**config.mk**
```make
export PLATFORM = sky130hd
export DESIGN_NAME = key_matrix_debouncer
export DESIGN_NICKNAME = d
export VERILOG_FILES = /design/src/hw/rtl/kmd_pkg.sv /design/src/hw/rtl/key_matrix_debouncer.sv
export SDC_FILE = /design/constraint.sdc
export NUM_CORES = 1
export LEC_CHECK = 0
export ABC_AREA = 1
export BUFFER_PORTS_ARGS = -buffer_cell sky130_fd_sc_hd__clkbuf_2
export CELL_PAD_IN_SITES_DETAIL_PLACEMENT = 2
export CELL_PAD_IN_SITES_GLOBAL_PLACEMENT = 2
export CORE_MARGIN = 2
export CORE_UTILIZATION = 41
export DETAILED_ROUTE_END_ITERATION = 16
export GPL_ROUTABILITY_DRIVEN = 0
export HOLD_SLACK_MARGIN = 0.1
export PLACE_DENSITY_LB_ADDON = 0.1
export SLEW_MARGIN = 15
export SYNTH_ARGS = -nofsm -noshare
export SYNTH_HDL_FRONTEND = slang
export SYNTH_SLANG_ARGS = --single-unit
```
**constraint.sdc**
```tcl
create_clock -name clk_i -period 10.7 [get_ports clk_i]
set_input_delay 3.21 -clock clk_i [delete_from_list [all_inputs] [get_ports clk_i]]
set_output_delay 3.21 -clock clk_i [all_outputs]
set_load 0.01 [all_outputs]
```
**src/hw/rtl/kmd_pkg.sv**
```systemverilog
// kmd_pkg: shared types, constants and helpers for the key matrix debouncer.
// Depends on nothing; imported by key_matrix_debouncer.
package kmd_pkg;

  localparam int RowW        = 12;  // width of one column sample
  localparam int RowIdxInW   = 4;   // width of the row index field
  localparam int CountW      = 7;   // width of the pressed-key count
  localparam int ScanW       = 8;   // width of the debounce scan count
  localparam int PopW        = 4;   // popcount of one row, 0..12
  localparam int DefRows     = 9;
  localparam int DefCols     = 12;

  localparam logic [ScanW-1:0]  DebounceReset = 8'd5;
  localparam logic [CountW-1:0] CountMax      = 7'd127;

  typedef enum logic [3:0] {
    ST_IDLE  = 4'b0001,
    ST_CHECK = 4'b0010,
    ST_COPY  = 4'b0100,
    ST_DONE  = 4'b1000
  } state_e;

  // Mask of the columns that exist; bits at or above cols are cleared.
  function automatic logic [RowW-1:0] col_mask(input int cols);
    logic [RowW-1:0] m;
    m = '0;
    for (int i = 0; i < RowW; i++) begin
      m[i] = (i < cols);
    end
    return m;
  endfunction

endpackage

```
**src/hw/rtl/key_matrix_debouncer.sv**
```systemverilog
// key_matrix_debouncer: scanned key matrix debouncer with one shared counter
// and a row-serial copy/popcount unit. Depends on kmd_pkg.
//
// Channel   | Direction | Handshake                  | Payload
// ----------+-----------+----------------------------+------------------------------------
// input     | in        | in_valid_i / in_ready_o    | row_index_i, column_bits_i,
//           |           |                            | end_of_scan_i
// result    | out       | out_valid_o / out_ready_i  | stable_row_o, settled_o, updated_o,
//           |           |                            | key_count_o
// config    | in        | cfg_valid_i / cfg_ready_o  | cfg_debounce_scans_i
//
// Flow: a request is taken in IDLE, checked against the kept sample in CHECK,
// then its result is loaded into the output register in DONE. When the
// countdown expires the copy unit walks the rows one per cycle in COPY
// (popcount and saturating add) before the request goes on to DONE.
// Reset: all kept samples, the stable matrix and the key count clear, the
// countdown and the scan count load 5.
// Stalls: a finished result waits in the output register; the next request is
// taken meanwhile and holds in DONE only if the output is still occupied.
module key_matrix_debouncer #(
  parameter int ROWS = kmd_pkg::DefRows,
  parameter int COLS = kmd_pkg::DefCols
) (
  input  logic                         clk_i,
  input  logic                         rst_ni,
  // config write
  input  logic                         cfg_valid_i,
  output logic                         cfg_ready_o,
  input  logic [kmd_pkg::ScanW-1:0]     cfg_debounce_scans_i,
  // row samples
  input  logic                         in_valid_i,
  output logic                         in_ready_o,
  input  logic [kmd_pkg::RowIdxInW-1:0] row_index_i,
  input  logic [kmd_pkg::RowW-1:0]      column_bits_i,
  input  logic                         end_of_scan_i,
  // results
  output logic                         out_valid_o,
  input  logic                         out_ready_i,
  output logic [kmd_pkg::RowW-1:0]      stable_row_o,
  output logic                         settled_o,
  output logic                         updated_o,
  output logic [kmd_pkg::CountW-1:0]    key_count_o
);
  import kmd_pkg::*;

  localparam int RowIdxW = (ROWS > 1) ? $clog2(ROWS) : 1;
  localparam logic [RowW-1:0] ColMask = col_mask(COLS);
  localparam logic [RowIdxW-1:0] LastRow = RowIdxW'(ROWS - 1);

  state_e state_q, state_d;

  logic [ScanW-1:0]   dbn_q;          // debounce scan count register
  logic [ScanW-1:0]   cnt_q, cnt_d;   // shared countdown
  logic [CountW-1:0]  total_q, total_d;

  logic [RowW-1:0] sampled_q [ROWS];
  logic [RowW-1:0] stable_q  [ROWS];

  // captured request
  logic [RowIdxW-1:0] row_q;
  logic               row_ok_q;
  logic [RowW-1:0]    cols_q;
  logic               eos_q;
  logic               copy_q, copy_d;

  logic [RowIdxW-1:0] sweep_q, sweep_d;

  // output register
  logic               out_valid_q, out_valid_d;
  logic [RowW-1:0]    stable_row_q;
  logic               settled_q, updated_q;
  logic [CountW-1:0]  key_count_q;

  logic               in_fire, out_load;
  logic [RowIdxW-1:0] rd_idx;
  logic [RowW-1:0]    rd_row;
  logic               changed;
  logic [ScanW-1:0]   reload, cnt_mid;
  logic [PopW-1:0]    pop;
  logic [CountW:0]    acc_sum;

  assign cfg_ready_o = 1'b1;
  assign in_ready_o  = (state_q == ST_IDLE);
  assign in_fire     = in_valid_i && in_ready_o;
  assign out_load    = (state_q == ST_DONE) && (!out_valid_q || out_ready_i);

  // one read port on the kept samples: request row during the check, sweep row
  // during the copy
  assign rd_idx = (state_q == ST_COPY) ? sweep_q : row_q;
  assign rd_row = sampled_q[rd_idx];

  // check step: compare and reload, then the end-of-scan countdown
  assign reload  = (dbn_q == '0) ? ScanW'(1) : dbn_q;
  assign changed = row_ok_q && (rd_row != cols_q);
  assign cnt_mid = changed ? reload : cnt_q;

  // copy unit: popcount of one row and a saturating accumulate
  assign pop     = PopW'($countones(rd_row));
  assign acc_sum = {1'b0, total_q} + (CountW + 1)'(pop);

  always_comb begin
    state_d = state_q;
    cnt_d   = cnt_q;
    copy_d  = copy_q;
    sweep_d = sweep_q;
    total_d = total_q;
    case (state_q)
      ST_IDLE: begin
        if (in_fire) begin
          state_d = ST_CHECK;
        end
      end
      ST_CHECK: begin
        cnt_d   = cnt_mid;
        copy_d  = 1'b0;
        state_d = ST_DONE;
        if (eos_q && (cnt_mid != '0)) begin
          cnt_d = cnt_mid - ScanW'(1);
          if (cnt_mid == ScanW'(1)) begin
            copy_d  = 1'b1;
            sweep_d = '0;
            total_d = '0;
            state_d = ST_COPY;
          end
        end
      end
      ST_COPY: begin
        total_d = acc_sum[CountW] ? CountMax : acc_sum[CountW-1:0];
        sweep_d = sweep_q + RowIdxW'(1);
        if (sweep_q == LastRow) begin
          state_d = ST_DONE;
        end
      end
      ST_DONE: begin
        if (out_load) begin
          state_d = ST_IDLE;
        end
      end
      default: begin
        state_d = ST_IDLE;
      end
    endcase
  end

  always_comb begin
    out_valid_d = out_valid_q;
    if (out_load) begin
      out_valid_d = 1'b1;
    end else if (out_ready_i) begin
      out_valid_d = 1'b0;
    end
  end

  // control state
  always_ff @(posedge clk_i or negedge rst_ni) begin
    if (!rst_ni) begin
      state_q     <= ST_IDLE;
      dbn_q       <= DebounceReset;
      cnt_q       <= DebounceReset;
      total_q     <= '0;
      copy_q      <= 1'b0;
      sweep_q     <= '0;
      out_valid_q <= 1'b0;
    end else begin
      state_q     <= state_d;
      cnt_q       <= cnt_d;
      total_q     <= total_d;
      copy_q      <= copy_d;
      sweep_q     <= sweep_d;
      out_valid_q <= out_valid_d;
      if (cfg_valid_i && cfg_ready_o) begin
        dbn_q <= cfg_debounce_scans_i;
      end
    end
  end

  // kept samples and the stable matrix
  always_ff @(posedge clk_i or negedge rst_ni) begin
    if (!rst_ni) begin
      for (int r = 0; r < ROWS; r++) begin
        sampled_q[r] <= '0;
        stable_q[r]  <= '0;
      end
    end else begin
      if ((state_q == ST_CHECK) && changed) begin
        sampled_q[row_q] <= cols_q;
      end
      if (state_q == ST_COPY) begin
        stable_q[sweep_q] <= rd_row;
      end
    end
  end

  // request capture and result register (payload only)
  always_ff @(posedge clk_i) begin
    if (in_fire) begin
      row_q    <= RowIdxW'(row_index_i);
      row_ok_q <= ({2'b00, row_index_i} < 6'(ROWS));
      cols_q   <= column_bits_i & ColMask;
      eos_q    <= end_of_scan_i;
    end
    if (out_load) begin
      stable_row_q <= row_ok_q ? stable_q[row_q] : '0;
      settled_q    <= (cnt_q == '0);
      updated_q    <= copy_q;
      key_count_q  <= total_q;
    end
  end

  assign out_valid_o  = out_valid_q;
  assign stable_row_o = stable_row_q;
  assign settled_o    = settled_q;
  assign updated_o    = updated_q;
  assign key_count_o  = key_count_q;

  // a taken request always leaves IDLE
  a_busy_after_accept: assert property (@(posedge clk_i) disable iff (!rst_ni)
    in_fire |=> !in_ready_o)
    else $error("request taken but block still ready");

  // the copy sweep only runs once the countdown has expired
  a_copy_when_settled: assert property (@(posedge clk_i) disable iff (!rst_ni)
    (state_q == ST_COPY) |-> (cnt_q == '0))
    else $error("copy sweep with countdown still running");

  // a result that reports a copy must also report a settled matrix
  a_updated_settled: assert property (@(posedge clk_i) disable iff (!rst_ni)
    (out_valid_o && updated_o) |-> settled_o)
    else $error("updated result without settled flag");

endmodule

```
==> results of run 1 <==
-- state kept, by name (all words and copies together), names as in the netlist, 7 cells and up --
signal and flops:
cnt_q 8, total_q 7, dbn_q 8, stable_row_o 12
cols_q 12, sampled_q 108, key_count_o 7, stable_q 108
-- layer usage --
layer / global-route usage (%) / wire (um) / share of wire [%] / vias to the layer above
li1: - / - / - / 5532
met1: 35.48 / 21020 / 43 / 6209
met2: 48.71 / 24050 / 49 / 230
met3: 5.318 / 2017 / 4.1 / 97
met4: 9.600 / 1526 / 3.1 / 0
met5: 0 / 0 / 0 / -
-- per-stage QoR --
step	cell area [um2]	hold slack, ps
2_1_floorplan	14250	425.3
3_3_place_gp	14810	444.7
3_5_place_dp	14810	455.2
4_1_cts	15940	470.7
5_1_grt	15940	485.2
6_report	15940	467.3
-- cell families (layout without fill, tap and decap cells) --
kind of cell	count (synthesis)	in the layout	synth area share [%]
AO/OA/AOI/OAI	285	285	11.57
flip-flops	288	288	52.00
buffers and inverters	252	297	7.535
XOR/XNOR	7	7	0.4303
other	1	1	0.02632
multiplexers	11	11	1.001
adder cells (fa/ha/maj)	24	24	2.529
AND/OR/NAND/NOR	820	820	24.91
-- area by class of cell --
cell class	instances	area share (%)
Multi-Input combinational cell	1148	36.39
Inverter	162	3.831
Tap cell	455	3.572
Clock buffer	54	6.523
Sequential cell	288	46.48
Timing Repair Buffer	70	2.622
Clock inverter	11	0.5809
-- worst max-delay path, delay by kind of cell (launching register included) --
kind / cells / cell delay [ps]
and+or+nand+nor: 11 / 2490
adders and majority gates: 5 / 2400
AOI/OAI and AO/OA: 4 / 920
buffers and inverters: 4 / 830
DFF: 1 / 450
-- power by group through the flow --
stage               Clock (mW)  Sequential, mW  Combinational [mW]
floorplan                    0            1.39               0.641
CTS                       1.22            1.42               0.957
global route              1.26            1.44                1.07
global placement             0            1.42               0.883
detailed placement           0            1.43               0.928
finish                    1.19            1.41               0.941
-- worst paths after layout --
| path | from | slack, ps | to | cells past startpoint |
|---|---|---|---|---|
| worst max-delay path | state_q[1] | 3510 | total_q[5] | 24 |
| worst min-delay path | copy_q | 470 | updated_o | 0 |
| worst max register to register | state_q[1] | 3510 | total_q[5] | 24 |
| worst min register to register | copy_q | 470 | updated_o | 0 |
| max in group asynchronous | rst_ni | 6680 | total_q[6] | 2 |
| min in group asynchronous | rst_ni | 2690 | sampled_q[62] | 1 |
-- cell usage after synthesis (3+ instances only) --
master,instances,area (um2)
inv_1,158,593.1
o31ai_1,3,22.52
nor2_4,3,33.78
fa_1,8,160.2
buf_6,9,101.4
a31oi_1,7,43.79
nand4_1,18,112.6
nor4_1,4,25.02
o21ai_1,6,30.03
nor2_1,34,127.6
dfrtp_1,244,6106
buf_2,18,90.09
xor2_1,6,52.55
ha_1,16,200.2
nand2_1,562,2110
mux2_2,6,67.56
a22oi_1,22,165.2
clkbuf_1,56,210.2
o21ai_0,194,970.9
nand3_1,158,790.8
o21a_1,37,277.8
nand2_2,11,68.82
a21boi_0,5,37.54
dfstp_2,5,131.4
nand3_2,4,40.04
inv_2,3,11.26
nor2_2,4,25.02
buf_4,5,37.54
nand2_4,4,45.04
nor3_1,10,50.05
mux2_4,5,75.07
edfxtp_1,39,1171
-- cell usage in the layout, fill, tap and decap left out, types with 6 or more instances in the layout --
cell / synthesis / layout
a22oi_1: 22 / 22
a31oi_1: 7 / 7
buf_4: 5 / 17
clkbuf_1: 56 / 12
clkbuf_16: 0 / 37
clkbuf_2: 0 / 51
clkinv_2: 0 / 6
dfrtp_1: 244 / 244
edfxtp_1: 39 / 39
fa_1: 8 / 8
ha_1: 16 / 16
inv_1: 158 / 158
mux2_2: 6 / 6
nand2_1: 562 / 562
nand2_2: 11 / 11
nand3_1: 158 / 158
nand4_1: 18 / 18
nor2_1: 34 / 28
nor2_2: 4 / 9
nor3_1: 10 / 10
o21a_1: 37 / 37
o21ai_0: 194 / 194
o21ai_1: 6 / 6
xor2_1: 6 / 6
==> impl_results.md, run 1 <==
- CP max stage cell: fa_1
- Synth Register Bits: 288
- Cell Rows: just under 70
- Avg Cell Area, Syn: around 8.4 um2
- Sw frac: a little over a third
- FFs w/ async S/R, synth: 86.46%
- Largest net degree at the start of global routing: approximately 140
- Fin nets: between 1500 and 2000
- Clock share of power: 33.6%
- Combinational power share: between 20% and 30%
- Setup bufs post-CTS: 0
- Skew final: 19.86 ps
- Crit Path Category: flip-flop to flip-flop
- Setup crit start kind: flip-flop
- Warnings from Yosys: 0
- Final hold vios: 0
- Final TNS setup: 0 ps
- # setup viols final: 0
- Post-synth net total: approximately 1700
- Root buffer selected by CTS: clkbuf_16
- Post-synth EDFFs: 39
- Critical Path Max Stage Delay: between 500 and 600 ps
- RSZ-0062 raised after global routing: no
- Total vias in the final route: about 12000
- HP Class: flip-flop to flip-flop
- Grt ovf: 0
- Drt total wl: around 49000 um
- Number of iterations in the first detailed-routing pass: 5
- # diodes: 0
- Final Max Slew Viols: 0
- Proportion of layout cells with a drive suffix above 1: a little over a tenth
- Pwr per Cell Area: between 200 and 250 nW/um2
- Cells along the critical path: nor2_4, nand3_1, nand2_2, buf_4, nand2_1, nand2_1, nand2_1, nand3_1, nand3_1, nand2_1, inv_1, fa_1, fa_1, fa_1, fa_1, inv_1, fa_1, o21ai_0, a21oi_1, o21ai_0, nand3_1, inv_1, o21ai_0, nand2_1
- CTS tree: built
- Final setup margin: 3514 ps
- Tot GR Track Use: approximately 28%
- Worst Tran Pin Value: approximately 1100 ps
- # port buffers: 52
- Crit share post-route: ~67%
- Design Power: roughly 3.5 mW
- Antenna Nets Post-Route: 0
- Fill cells: 3896
- Register area: 7408 um2
- Starting density of the core: between 40% and 50%
- Worst Setup End Kind: flip-flop
- Residual DRC: 0
- Worst-Skew Late Latency: 550 ps
- Cts hold-fix bufs: 0
- Post-route insts no fill: approximately 2200
- Pint: about 2.3 mW
- Clock Tree Buf Depth: 3
- Part of the power in registers: 39.9%
- NetSw: about 1.2 mW
- Syn Inst Count: between 1500 and 2000
- Clk slew on worst S/H paths: approximately 60 ps
- # placed instances: around 2100
- Wirelength per Cell: ~22 um
- Post-CTS Resized: 0
- Sequential area share after synthesis: about half
- Initial DRC count: 600
- Prevailing post-synth register cell: dfrtp_1
- Layout area overhead: 11.87%
- Die area: approximately 36000 um2
- Chip width: about 190 um
- TritonCTS buffer count: 36
- Critical path fanouts, max: 39
- F_max: between 0.1 and 0.15 GHz
- Slew HR: 24.49%
- Vias per cell: between 5 and 6
- Placement Setup Slack: between 3000 and 4000 ps
- Outcome: complete, no violations
- Peak supply drop: 0.1330 mV
- Initial antenna violation count: 0
- Layout Utilization: 46.37%
- Dpl hpwl: roughly 31000 um
- Arrival time worst endpoint: approximately 7700 ps
- Core footprint: ~34000 um2
- First-pass GRT wire length: just under 80000 um
- Tmin final: just over 7000 ps
- Number of distinct library cells after synthesis: 50
- I/O pin cnt: 54
- Worst Path Required: 11190 ps
- Leakage: around 7.5 nW
- Cell Area, Synth: ~14000 um2
- Chip height: roughly 190 um
- Clock sinks: ~290
- Vias in the first global route: 13564
- Multi-input gate area: 5801 um2
- H-tree depth reported by CTS: 2
- Max-Cap Viols: 0
No activity file was read; power rests on OpenSTA's default activity.
==> run 2, diff against run 1 <==
--- a/config.mk
+++ b/config.mk
@@ -10,7 +10,7 @@
 export CELL_PAD_IN_SITES_DETAIL_PLACEMENT = 2
 export CELL_PAD_IN_SITES_GLOBAL_PLACEMENT = 2
 export CORE_MARGIN = 2
-export CORE_UTILIZATION = 41
+export CORE_UTILIZATION = 35
 export DETAILED_ROUTE_END_ITERATION = 16
 export GPL_ROUTABILITY_DRIVEN = 0
 export HOLD_SLACK_MARGIN = 0.1
==> constraint.sdc (replaced) <==
create_clock -name clk_i -period 6.3 [get_ports clk_i]
set_input_delay 1.89 -clock clk_i [delete_from_list [all_inputs] [get_ports clk_i]]
set_output_delay 1.89 -clock clk_i [all_outputs]
set_load 0.01 [all_outputs]
==> impl_results.md, run 2 (same netlist as run 1, synthesis figures left out) <==
- Outcome: complete, no violations
- Chip width: 205.8 um (+8.1%)
- Fin nets: 1784 (+1.4%)
- Cell Area, Placed: 15070 um2 (+1.8%)
- Worst Path Required: 6730 ps (-4460 ps)
- # port buffers: 52 (unchanged)
- Slew HR: 23.50% (-0.99 points)
- Tot GR Track Use: 24.32% (-3.9 points)
- Initial DRC count: 596 (-0.67%)
- Final setup margin: 364.9 ps (-3149 ps)
- Most common cell after layout, fill and taps aside: nand2_1
- Sw frac: 34.30% (-0.85 points)
- Layout Utilization: 40.97% (-5.4 points)
- Proportion of layout cells with a drive suffix above 1: 12.63% (+1.8 points)
- # setup viols final: 0 (unchanged)
- Combinational power share: 25.9% (-0.6 points)
- Largest net degree at the start of global routing: 115 (-19%)
- Worst-Skew Late Latency: 560 ps (about the same)
- # diodes: 0 (unchanged)
- Grt ovf: 0 (unchanged)
- Post-route insts no fill: 2283 (+4.3%)
- Chip height: 205.8 um (+8.1%)
- Vias per cell: 5.244 (-4.9%)
- Setup bufs post-CTS: 0 (unchanged)
- I/O pin cnt: 54 (unchanged)
- Design Power: 6.224 mW (+75%)
- H-tree depth reported by CTS: 2 (unchanged)
- Cell Rows: 73 (+7.4%)
- Skew final: 29.77 ps (+9.918 ps)
- Commonest non-fill, non-tap cells in the layout: 562 x nand2_1, 244 x dfrtp_1, 194 x o21ai_0
- Dpl hpwl: 33130 um (+8.0%)
- Worst Setup End Kind: flip-flop
- Critical path fanouts, max: 21 (-46%)
- Total vias in the final route: 11971 (-0.80%)
- Leakage: 7.660 nW (+2.3%)
- CTS tree: built
- Part of the power in registers: 38.8% (-1.1 points)
- Tmin final: 5935 ps (-1251 ps)
- Clock Tree Buf Depth: 3 (unchanged)
- Layout area overhead: 14.78%
- Number of iterations in the first detailed-routing pass: 4 (-1)
- Vias in the first global route: 13438 (-0.93%)
- M1 GR Usage: 30.93% (-4.5 points)
- Clock sinks: 288 (unchanged)
- Crit share post-route: 94.21% (+27 points)
- Biggest regs: sampled_q: 108 flops, stable_q: 108 flops
- Initial antenna violation count: 0 (unchanged)
- Drt total wl: 48900 um (+0.60%)
- Wirelength per Cell: 21.42 um (-3.6%)
- Placement Setup Slack: 348.6 ps (-3297 ps)
- Global routing's busiest layer: met2
- # placed instances: 2216 (+4.4%)
- Residual DRC: 0 (unchanged)
- Crit Path Category: flip-flop to flip-flop
- Worst Tran Pin Value: 1146 ps (+17.32 ps)
- Core footprint: 39910 um2 (+16%)
- Clk slew on worst S/H paths: 60 ps (about the same)
- Starting density of the core: 35.69% (-5.8 points)
- Root buffer selected by CTS: clkbuf_16
- Clock share of power: 35.3% (+1.7 points)
- Max-Cap Viols: 0 (unchanged)
- GR Layer Usage met2: 42.88% (-5.8 points)
- First-pass GRT wire length: 78230 um (-0.38%)
- NetSw: 2.135 mW (+71%)
- Post-route cell area: 16350 um2 (+2.6%)
- HP Class: flip-flop to flip-flop
- Worst Hold Margin: 470.1 ps (+2.834 ps)
- Die area: 42340 um2 (+17%)
- TritonCTS buffer count: 37 (+2.8%)
- Arrival time worst endpoint: 6370 ps (-1310 ps)
- Met3 Use GR: 2.993% (-2.3 points)
- Post-CTS Resized: 0 (unchanged)
- Final hold vios: 0 (unchanged)
- Final Max Slew Viols: 0 (unchanged)
- Pint: 4.089 mW (+78%)
- Peak supply drop: 0.2036 mV (+53%)
- Pwr per Cell Area: 380.6 nW/um2 (+71%)
- F_max: 0.1685 GHz (+21%)
- Cts hold-fix bufs: 0 (unchanged)
- Antenna Nets Post-Route: 0 (unchanged)
- Setup crit start kind: flip-flop
- Final TNS setup: 0 ps (unchanged)
[run 2: cell type report]
cell class,count,area (um2)
clock inverters,20,214.0
fillers,4469,23560
multi-input cells,1148,5819
inverters,162,610.6
clock buffers,47,1046
repair buffers,93,598.1
flip-flops and latches,288,7408
well taps,525,656.9
[run 2: per-layer routing]
metal  routed length (um)  part of all wire [%]
met1                21780                    45
met2                24620                    50
met3                 1304                   2.7
met4                 1195                   2.4
met5                    0                     0
[run 2: final timing paths]
path	end	slack, ps	from	cells past startpoint
max in group asynchronous	stable_q[65]	3750	rst_ni	2
max	total_q[6]	360	state_q[1]	27
min	updated_o	470	copy_q	0
min reg2reg	updated_o	470	copy_q	0
min in group asynchronous	stable_q[34]	1390	rst_ni	1
max reg2reg	total_q[6]	360	state_q[1]	27
[run 2: power by group through the flow]
stage | clock (mW) | combinational, mW | sequential (mW)
4_1_cts | 2.26 | 1.64 | 2.42
5_1_grt | 2.33 | 1.84 | 2.45
6_report | 2.20 | 1.61 | 2.42
3_3_place_gp | 0 | 1.57 | 2.43
3_5_place_dp | 0 | 1.63 | 2.45
2_1_floorplan | 0 | 1.09 | 2.36
[run 2: worst max-delay path, stage by stage, from the launching register on]
cell and delay (ps):
dfrtp_1 450, nor2_4 250, nand2_8 170, nand2_1 130
o21ai_2 80, inv_2 170, nand2_2 180, nor3_4 180
nand2_1 110, nand2_1 100, inv_1 130, fa_1 560
inv_1 70, fa_1 570, fa_1 440, fa_1 500
inv_1 50, fa_1 390, fa_1 400, nor2_1 140
o21ai_0 90, nand2_1 100, nand2_1 60, nand2_1 50
nand2_1 50, xnor2_1 120, o21ai_0 190, nand2_1 80
==> run 3, diff against run 2 <==
==> constraint.sdc (replaced) <==
create_clock -name clk_i -period 6.3 [get_ports clk_i]
set_input_delay 1.26 -clock clk_i [delete_from_list [all_inputs] [get_ports clk_i]]
set_output_delay 1.26 -clock clk_i [all_outputs]
set_load 0.01 [all_outputs]
==> impl_results.md, run 3 (same netlist as run 1, synthesis figures left out) <==
- Outcome: complete, no violations
- Tmin final: 5892 ps (-42.71 ps)
- Grt ovf: 0 (unchanged)
- Design Power: 6.180 mW (-0.70%)
- Antenna Nets Post-Route: 0 (unchanged)
- Final Max Slew Viols: 0 (unchanged)
- # setup viols final: 0 (unchanged)
- Leakage: 7.669 nW (+0.12%)
- Total vias in the final route: 11972 (+0.0084%)
- M1 GR Usage: 30.78% (-0.16 points)
- Met3 Use GR: 2.898% (-0.095 points)
- Initial antenna violation count: 1 (+1)
- Root buffer selected by CTS: clkbuf_16
- Crit Path Category: flip-flop to flip-flop
- Number of iterations in the first detailed-routing pass: 5 (+1)
- TritonCTS buffer count: 37 (unchanged)
- Post-route cell area: 16370 um2 (+0.13%)
- Residual DRC: 0 (unchanged)
- Vias per cell: 5.226 (-0.34%)
- Drt total wl: 48510 um (-0.80%)
- Dpl hpwl: 32680 um (-1.4%)
- Max-Cap Viols: 0 (unchanged)
- # diodes: 0 (unchanged)
- Commonest non-fill, non-tap cells in the layout: 562 x nand2_1, 244 x dfrtp_1, 194 x o21ai_0
- Largest net degree at the start of global routing: 171 (+49%)
- Vias in the first global route: 13105 (-2.5%)
- Cell Area, Placed: 15090 um2 (+0.15%)
- Pint: 4.060 mW (-0.70%)
- Die area: 42340 um2 (unchanged)
- Biggest regs: sampled_q: 108 flops, stable_q: 108 flops
- Initial DRC count: 589 (-1.2%)
- Arrival time worst endpoint: 6320 ps (-50 ps)
- Fin nets: 1791 (+0.39%)
- Slew HR: 31.12% (+7.6 points)
- Peak supply drop: 0.2448 mV (+20%)
- Clk slew on worst S/H paths: 60 ps (about the same)
- GR Layer Usage met2: 41.85% (-1.0 points)
- Starting density of the core: 35.69% (unchanged)
- Setup crit start kind: flip-flop
- Worst Path Required: 6730 ps (about the same)
- Tot GR Track Use: 23.92% (-0.41 points)
- Part of the power in registers: 39.0% (+0.2 points)
- HP Class: flip-flop to flip-flop
- Proportion of layout cells with a drive suffix above 1: 12.51% (-0.11 points)
- Worst Setup End Kind: flip-flop
- Worst-Skew Late Latency: 550 ps (about the same)
- Clock sinks: 288 (unchanged)
- Skew final: 22.03 ps (-7.745 ps)
- Final hold vios: 0 (unchanged)
- Global routing's busiest layer: met2
- Cell Rows: 73 (unchanged)
- Pwr per Cell Area: 377.4 nW/um2 (-0.83%)
- Combinational power share: 26.3% (+0.4 points)
- Critical path fanouts, max: 25 (+19%)
- First-pass GRT wire length: 76660 um (-2.0%)
- Clock share of power: 34.7% (-0.6 points)
- Sw frac: 34.30% (about the same)
- I/O pin cnt: 54 (unchanged)
- NetSw: 2.120 mW (-0.70%)
- Wirelength per Cell: 21.17 um (-1.1%)
- H-tree depth reported by CTS: 2 (unchanged)
- Chip height: 205.8 um (unchanged)
- Crit share post-route: 93.53% (-0.68 points)
- # port buffers: 52 (unchanged)
- F_max: 0.1697 GHz (+0.72%)
- CTS tree: built
- Layout area overhead: 14.93%
- Core footprint: 39910 um2 (unchanged)
- Chip width: 205.8 um (unchanged)
- Worst Tran Pin Value: 1032 ps (-114.2 ps)
- Clock Tree Buf Depth: 3 (unchanged)
- Most common cell after layout, fill and taps aside: nand2_1
==> run 3: cell types whose count changed in the layout (fill, tap and decap cells not counted), moves of 3 or more <==
cell	delta
buf_4	+8
bufinv_16	-3
clkbuf_1	+6
clkbuf_8	+7
clkinv_1	+3
clkinv_2	-9
==> run 3: power by group through the flow <==
stage / clock [mW] / sequential, mW / combinational (mW)
finish: 2.14 / 2.41 / 1.63
global route: 2.27 / 2.45 / 1.86
CTS: 2.20 / 2.42 / 1.65
detailed placement: 0 / 2.44 / 1.64
global placement: 0 / 2.43 / 1.58
floorplan: 0 / 2.36 / 1.09
==> run 3: timing repair <==
action,CTS,global route
hold endpoints to repair,0,0
setup endpoints to repair,0,6
gates resized for setup,0,3
hold buffers,0,0
buffers inserted,0,3
==> run 3: area by class of cell <==
| class | instances | area (um2) |
|---|---|---|
| flip-flops and latches | 288 | 7408 |
| clock buffers | 60 | 1165 |
| multi-input cells | 1148 | 5826 |
| clock inverters | 8 | 65.06 |
| inverters | 162 | 610.6 |
| fillers | 4448 | 23540 |
| repair buffers | 100 | 643.1 |
| well taps | 525 | 656.9 |
==> run 3: final timing paths <==
kind / from / end / slack (ps) / depth (start not counted)
max: state_q[1] / total_q[6] / 410 / 26
min: copy_q / updated_o / 450 / 0
max reg2reg: state_q[1] / total_q[6] / 410 / 26
min reg2reg: copy_q / updated_o / 450 / 0
max in group asynchronous: rst_ni / cnt_q[6] / 4220 / 2
min in group asynchronous: rst_ni / sampled_q[12] / 660 / 1
==> run 3: per-layer routing <==
| metal | routed length (um) | vias up |
|---|---|---|
| li1 | - | 5598 |
| met1 | 21710 | 6165 |
| met2 | 24250 | 153 |
| met3 | 1421 | 56 |
| met4 | 1123 | 0 |
| met5 | 0 | - |
==> run 3: stage by stage <==
stage | utilization (%) | setup TNS, ps | hold slack, ps | cells | setup slack, ps
floorplan | - | 0 | 425.3 | 1688 | 1040
global placement | 37.82 | 0 | 434.9 | 2220 | 461.6
detailed placement | 37.82 | 0 | 439.9 | 2220 | 302.3
CTS | 40.90 | 0 | 454.5 | 2288 | 225.1
global route | 41.02 | -4.221 | 471.4 | 2291 | -4.221
finish | 41.02 | 0 | 448.2 | 2291 | 407.6
==> run 3: critical path, stage by stage (launching register included) <==
cell	delay, ps
dfrtp_1	460
nor2_4	250
nand3_2	330
nand2_8	320
nand2_1	90
nand3_1	100
nand3_1	70
nand3_1	90
nand2_1	80
inv_1	200
fa_1	470
inv_1	90
fa_1	450
fa_1	490
fa_1	500
inv_1	50
fa_1	390
fa_1	400
nor2_1	150
o21ai_0	90
nand2_1	100
nand2_1	50
nand2_1	50
nand2_1	60
xnor2_1	130
o21ai_0	200
nand2_1	80
